<file path="config.mk">
export PLATFORM = sky130hd
export DESIGN_NAME = ws2812_fifo
export DESIGN_NICKNAME = d
export VERILOG_FILES = /design/src/rtl/ws2812_pkg.sv /design/src/rtl/ws2812_fifo.sv
export SDC_FILE = /design/constraint.sdc
export NUM_CORES = 1
export LEC_CHECK = 0
export ABC_AREA = 1
export BUFFER_PORTS_ARGS = -buffer_cell sky130_fd_sc_hd__buf_2
export CORE_MARGIN = 5
export CORE_UTILIZATION = 28
export CTS_CLUSTER_DIAMETER = 200
export DETAILED_ROUTE_END_ITERATION = 8
export PLACE_DENSITY = 0.46
export SYNTH_ARGS = -nofsm -noshare
export SYNTH_HDL_FRONTEND = slang
export SYNTH_SLANG_ARGS = --single-unit
export TNS_END_PERCENT = 30
</file>
<file path="constraint.sdc">
create_clock -name aclk -period 7 [get_ports aclk]
set_clock_uncertainty 0.1 [all_clocks]
set_input_delay 0.7 -clock aclk [delete_from_list [all_inputs] [get_ports aclk]]
set_output_delay 0.7 -clock aclk [all_outputs]
set_load 0.005 [all_outputs]
</file>
<file path="src/rtl/ws2812_pkg.sv">
`timescale 1ns / 1ps

package ws2812_pkg;

    // field and register widths
    localparam int PIX_W      = 24;
    localparam int TICK_W     = 15;
    localparam int COUNT_W    = 9;
    localparam int CFG_IDX_W  = 3;
    localparam int CFG_DATA_W = 15;

    // first bit sent of a pixel (green msb)
    localparam logic [4:0] BIT_START = 5'd23;

    // register reset values
    localparam logic [COUNT_W-1:0] LED_COUNT_RST = 9'd1;
    localparam logic [TICK_W-1:0]  ZERO_HIGH_RST = 15'd3;
    localparam logic [TICK_W-1:0]  ZERO_LOW_RST  = 15'd9;
    localparam logic [TICK_W-1:0]  ONE_HIGH_RST  = 15'd8;
    localparam logic [TICK_W-1:0]  ONE_LOW_RST   = 15'd4;

    // item commands
    typedef enum logic [1:0] {
        CMD_TICK  = 2'd0,
        CMD_SET   = 2'd1,
        CMD_CLEAR = 2'd2,
        CMD_NONE  = 2'd3
    } cmd_t;

    // configuration register indexes
    typedef enum logic [CFG_IDX_W-1:0] {
        REG_LED_COUNT = 3'd0,
        REG_ZERO_HIGH = 3'd1,
        REG_ZERO_LOW  = 3'd2,
        REG_ONE_HIGH  = 3'd3,
        REG_ONE_LOW   = 3'd4
    } cfg_reg_t;

    typedef struct packed {
        logic [1:0] cmd;
        logic [7:0] pixel_index;
        logic [7:0] red;
        logic [7:0] green;
        logic [7:0] blue;
    } in_item_t;

    typedef struct packed {
        logic line_level;
        logic busy_res;
        logic frame_done;
    } out_item_t;

    // classified item handed from front to back
    typedef struct packed {
        cmd_t             op;
        logic             in_range;
        logic [7:0]       index;
        logic [PIX_W-1:0] grb;
    } op_item_t;

endpackage

</file>
<file path="src/rtl/ws2812_fifo.sv">
`timescale 1ns / 1ps

module ws2812_fifo (
    input  logic                aclk,
    input  logic                aresetn,
    input  logic                push,
    input  ws2812_pkg::op_item_t push_item,
    input  logic                pop,
    output ws2812_pkg::op_item_t pop_item,
    output logic                full,
    output logic                empty
);

    ws2812_pkg::op_item_t mem_reg [2];
    logic       wr_ptr_reg;
    logic       rd_ptr_reg;
    logic [1:0] count_reg;
    logic [1:0] count_next;

    // occupancy
    always_comb begin
        count_next = count_reg;
        if (push && !pop) begin
            count_next = count_reg + 2'd1;
        end else if (pop && !push) begin
            count_next = count_reg - 2'd1;
        end
    end

    // pointers and count
    always_ff @(posedge aclk) begin
        if (!aresetn) begin
            wr_ptr_reg <= 1'b0;
            rd_ptr_reg <= 1'b0;
            count_reg  <= 2'd0;
        end else begin
            if (push) begin
                wr_ptr_reg <= ~wr_ptr_reg;
            end
            if (pop) begin
                rd_ptr_reg <= ~rd_ptr_reg;
            end
            count_reg <= count_next;
        end
    end

    // entry storage
    always_ff @(posedge aclk) begin
        if (push) begin
            mem_reg[wr_ptr_reg] <= push_item;
        end
    end

    assign pop_item = mem_reg[rd_ptr_reg];
    assign full     = (count_reg == 2'd2);
    assign empty    = (count_reg == 2'd0);

    // occupancy never passes two entries
    assert property (@(posedge aclk) disable iff (!aresetn)
        count_reg != 2'd3)
        else $error("queue count out of range");

    // no pop from an empty queue, no push into a full one
    assert property (@(posedge aclk) disable iff (!aresetn)
        !(pop && empty) && !(push && full && !pop))
        else $error("queue overrun or underrun");

endmodule

</file>
==> summary.md, run 1 <==
| Metric | Value |
|---|---|
| Final min period | `2742 ps` |
| First-pass GRT wire length | `8.024 mm` |
| Port Buffers | `75` |
| Number of global-route vias before repair | `1545` |
| Syn Inst Count | `144` |
| Area Overhead vs Synth | `22.29%` |
| Clk Latency, worst-skew pair | `330 ps` |
| CP Launch Type | `flip-flop` |
| Worst EP required | `6200 ps` |
| Max rail drop VDD | `96.75 uV` |
| Hold Crit Class | `flip-flop to flip-flop` |
| Final WL | `5.107 mm` |
| Cell Area, Placed | `3406 sq um` |
| CP max stage delay | `660 ps` |
| Most used routing layer | `met2` |
| Final ANT Viol Nets | `0` |
| Root Buffer | `clkbuf_8` |
| Initial antenna violation count | `0` |
| Vias/cell | `3.984` |
| Gr usage total | `8.468%` |
| Min-Delay Path Depth | `2` |
| Fin area | `3556 sq um` |
| Grt ovf | `0` |
| Mean post-synth cell area | `20.19 sq um` |
| LEAKAGE | `1.425 nW` |
| Syn Nets | `184` |
| Setup TNS | `0 ps` |
| Synth cell types | `14` |
| Max-cap check violation count | `0` |
| RSZ-0062 raised after global routing | `no` |
| Seq cells post-synth | `75` |
| Reg2reg start | `wr_ptr_reg` |
| R2R depth | `3` |
| Die width | `111.9 um` |
| Final RePlAce weighted congestion | `0.6448` |
| Dpl hpwl | `3.517 mm` |
| Clock buffer depth | `2` |
| CP Buf/Inv Count | `2` |
| Non-Filler Instances | `368` |
| Initial core utilization | `28.42%` |
| Drt pass-1 iters | `4` |
| Iter 0 DRT Violations | `34` |
| CP Class | `flip-flop to output pin` |
| Critical-path cell list | `buf_4, mux2_2, buf_2` |
| Die Y | `111.9 um` |
| Data arrival, critical path | `1940 ps` |
| Ant diodes | `0` |
| Placed Cells | `353` |
| Final setup viols | `0` |
| Largest delay contributor family on the critical path | `flip-flops` |
| CTS tree | `yes` |
| Clock Sinks | `75` |
| Final net count | `268` |
| Sequential share of the synthesized area | `75.73%` |
| Met1 usage | `10.04%` |
| Layout cells sized above 1 | `54.31%` |
| Power Total | `0.8823 mW` |
| # DRC | `0` |
| Worst-margin pin slew | `1063 ps` |
| Worst hold start | `rd_ptr_reg` |
| Number of buffers created by CTS | `9` |
| Site Rows | `37` |
| Post-CTS sizing | `0` |
| Hold_buf cts | `0` |
| Final period utilization | `39.17%` |
| Slew Limit Fails | `0` |
| Crit-path max FO | `21` |
| Slew margin rel. | `28.95%` |
| Power Dens Cells | `248.1 nW/um^2` |
| Critical-path top delay cell | `dfxtp_2` |
| CP endpoint kind | `output pin` |
| Status | `finished, final reports clean` |
| Pin count of the biggest net entering global routing | `36` |
| R2r setup slk | `5130 ps` |
| Core area | `10230 sq um` |
| # IOs | `76` |
| GR met3 Demand/Resource | `5.054%` |
| Htree depth | `3` |
| Post-CTS Setup Repair Bufs | `0` |
| Fmax | `364.7 MHz` |
| Final Hold Vio Count | `0` |
| CP Depth | `3` |
| Synth Cell Area | `2908 sq um` |
| Met2 usage | `12.99%` |
| Max reg flops | `70` |
| Full die area | `12520 sq um` |
| Syn. warnings | `0` |
| Via count | `1466` |
| Routed WL per cell | `13.88 um` |
| Clock transition at path regs | `60 ps` |
-- layout make-up --
| class | count | area, sq um |
|---|---|---|
| tap | 136 | 170.2 |
| multi-input combinational | 57 | 611.8 |
| clock buffer | 11 | 131.4 |
| clock inverter | 4 | 18.77 |
| sequential | 75 | 2203 |
| fill | 1014 | 6675 |
| inverter | 8 | 30.03 |
| timing repair buffer | 77 | 390.4 |
-- worst paths after layout --
kind / to
worst max-delay path: pop_item[34]
worst min-delay path: flip-flop
worst max register to register: mem_reg[1][32]
worst min register to register: flip-flop
-- power breakdown --
part	internal [mW]	total [mW]	switching, mW
clock network	0.124	0.262	0.138
logic	0.0513	0.0926	0.0414
registers	0.517	0.527	0.00989
total	0.693	0.882	0.190
-- worst reg2reg max path, cell delays in order (launching register included) --
cell,delay [ps]
dfxtp_1,400
nand2_1,90
inv_1,540
buf_4,410
-- routing by layer --
layer | wire (um) | up-vias
met4 | 68 | 0
met5 | 0 | -
met2 | 2376 | 52
met3 | 421 | 5
met1 | 2240 | 706
li1 | - | 703
-- synth_stat cells (all sizes together) --
cell type | instances | share of area, %
a21oi | 1 | 0.17
buf | 4 | 2.5
dfxtp | 5 | 3.4
edfxtp | 70 | 72
ha | 1 | 0.43
inv | 8 | 1.0
mux2 | 35 | 17
nand2 | 8 | 1.0
nand3 | 1 | 0.17
nand4 | 1 | 0.22
nor2 | 9 | 1.2
o21ai | 1 | 0.17
-- placed cells by master, fill, tap and decap left out --
cell type  count
mux2_2         5
buf_4          2
nand4_1        1
mux2_4        30
clkbuf_1       2
clkinv_1       1
ha_1           1
dfxtp_2        1
nand2_1        8
inv_1          8
buf_2         75
nand3_1        1
edfxtp_1      70
clkbuf_8       9
clkinv_2       3
dfxtp_1        4
o21ai_0        1
nor2_4         1
a21oi_1        1
nor2_1         8
-- through the flow --
stage / hold slack, ps / setup slack, ps / util [%]
final: 399.4 / 4258 / 34.76
after global placement: 377.9 / 4530 / 33.29
after global routing: 421.3 / 4079 / 34.76
after floorplan: 363.5 / 4258 / -
after detailed placement: 389.3 / 4528 / 33.29
after CTS: 405.3 / 4142 / 34.76
-- cell families (layout without fill, tap and decap cells) --
group | count (synthesis) | in the layout | synth area share, %
adder cells (fa/ha/maj) | 1 | 1 | 0.4302
AO/OA/AOI/OAI | 2 | 2 | 0.3439
AND/OR/NAND/NOR | 19 | 19 | 2.582
flip-flops | 75 | 75 | 75.73
buffers and inverters | 12 | 100 | 3.485
multiplexers | 35 | 35 | 17.43
No activity file was read; power rests on OpenSTA's default activity.
==> run 2, diff against run 1 <==
- clock period: 7 -> 2.9 ns (I/O delays scaled with it)
==> run 2 against run 1 <==
Net effect:
- flip-flop and latch count unchanged
- final area increased by 1.6%
- sequential power increased by 140%
- critical endpoint is now pop_item[4]
- wire length increased by 2.6%
- largest power group unchanged
- sequential share of layout area decreased by 0.97 points
- setup slack got worse by 3600 ps
==> summary.md, run 2 (synthesis gave the netlist of run 1 again) <==
| Metric | Value |
|---|---|
| Most frequent cells in the layout | `buf_2 (75), edfxtp_1 (70), mux2_4 (30)` |
| Setup TNS | `0 ps (unchanged)` |
| Post-CTS sizing | `0 (unchanged)` |
| # IOs | `76 (unchanged)` |
| Clk Latency, worst-skew pair | `330 ps (about the same)` |
| CP Class | `flip-flop to output pin` |
| Site Rows | `37 (unchanged)` |
| Htree depth | `3 (unchanged)` |
| Power Total | `2.247 mW (+150%)` |
| Final setup viols | `0 (unchanged)` |
| Final min period | `2226 ps` |
| Initial antenna violation count | `0 (unchanged)` |
| Final period utilization | `76.75%` |
| Critical-path top delay cell | `dfxtp_2` |
| Hold_buf cts | `0 (unchanged)` |
| Final Hold Vio Count | `0 (unchanged)` |
| Slew Limit Fails | `0 (unchanged)` |
| Root Buffer | `clkbuf_8` |
| Post-CTS Setup Repair Bufs | `0 (unchanged)` |
| Max-cap check violation count | `0 (unchanged)` |
| Clock transition at path regs | `80 ps (+20 ps)` |
| Grt ovf | `0 (unchanged)` |
| First-pass GRT wire length | `8.010 mm (-0.17%)` |
| Final net count | `271 (+1.1%)` |
| Core area | `10230 sq um (unchanged)` |
| Max reg flops | `70 (unchanged)` |
| Number of global-route vias before repair | `1566 (+1.4%)` |
| Worst EP required | `2510 ps (-3690 ps)` |
| CP max stage delay | `710 ps (+50 ps)` |
| Fin Hold WS | `36.23 ps (-363.2 ps)` |
| Pin count of the biggest net entering global routing | `36 (unchanged)` |
| Status | `finished, final reports clean` |
| Data arrival, critical path | `1840 ps (-100 ps)` |
| Final WL | `5.242 mm (+2.6%)` |
| Vias/cell | `3.989 (+0.14%)` |
| LEAKAGE | `1.453 nW (+2.0%)` |
| Hold Crit Class | `input pin to flip-flop` |
| Full die area | `12520 sq um (unchanged)` |
| Initial core utilization | `28.42% (unchanged)` |
| Fmax | `449.3 MHz` |
| Slew margin rel. | `60.35% (+31 points)` |
| Final RePlAce weighted congestion | `0.6838 (+6.0%)` |
| # DRC | `0 (unchanged)` |
| Number of buffers created by CTS | `9 (unchanged)` |
| Layout cells sized above 1 | `55.51% (+1.2 points)` |
| Max rail drop VDD | `235.2 uV (+140%)` |
| Clock buffer depth | `2 (unchanged)` |
| Crit-path max FO | `19 (-9.5%)` |
| Routed WL per cell | `14.09 um (+1.5%)` |
| Ant diodes | `0 (unchanged)` |
| Iter 0 DRT Violations | `36 (+5.9%)` |
| Area Overhead vs Synth | `24.23%` |
| Die Y | `111.9 um (unchanged)` |
| Clock Sinks | `75 (unchanged)` |
| CP Launch Type | `flip-flop` |
| RSZ-0062 raised after global routing | `no` |
| Via count | `1484 (+1.2%)` |
| CP endpoint kind | `output pin` |
| Die width | `111.9 um (unchanged)` |
| Commonest non-fill, non-tap cell in the layout | `buf_2` |
| Final ANT Viol Nets | `0 (unchanged)` |
| CTS tree | `yes` |
| Gr usage total | `8.564% (+0.096 points)` |
| Worst-margin pin slew | `594.7 ps (-468.5 ps)` |
| Critical-path cell list | `buf_4, mux2_4, buf_2` |
| Drt pass-1 iters | `4 (unchanged)` |
| Port Buffers | `75 (unchanged)` |
| Dpl hpwl | `3.609 mm (+2.6%)` |
| Power Dens Cells | `622.0 nW/um^2 (+150%)` |
## run 2: per-stage QoR
step | cell area, sq um | setup slack [ps] | cells | util, %
floorplan | 2908 | 567.8 | 144 | -
global placement | 3428 | 973.6 | 356 | 33.51
detailed placement | 3428 | 982.7 | 356 | 33.51
CTS | 3612 | 596.9 | 372 | 35.31
global route | 3612 | 528.3 | 372 | 35.31
finish | 3612 | 674.2 | 372 | 35.31
## run 2: cell type report
class,instances,area (sq um)
flip-flops and latches,75,2203
multi-input cells,57,611.8
clock inverters,6,56.30
clock buffers,10,127.6
fillers,974,6619
inverters,8,30.03
well taps,136,170.2
repair buffers,80,412.9
## run 2: worst paths after layout
check                   end  cells after the start  slack [ps]          start
max reg2reg  mem_reg[0][10]                      2        1420     wr_ptr_reg
max             pop_item[4]                      3         670      flip-flop
min reg2reg       flip-flop                      2         410     rd_ptr_reg
min          mem_reg[1][23]                      1          40  push_item[23]
## run 2: report_power, final
group	leakage, nW	switching, mW	internal, mW
Combinational	0.660	0.100	0.128
Clock	0.0935	0.355	0.390
Sequential	0.699	0.0255	1.25
Total	1.45	0.481	1.77
## run 2: critical path, delay by kind of cell, from the launching register on
kind | cells | cell delay, ps
flops | 1 | 710
mux | 1 | 320
buf+inv | 2 | 460
## run 2: metal layers
metal	part of all wire [%]	global-route usage, %	vias up
met3	8.4	4.620	9
met4	1.5	3.406	0
met2	48	13.35	52
met5	0	0	-
li1	-	-	712
met1	42	9.883	711
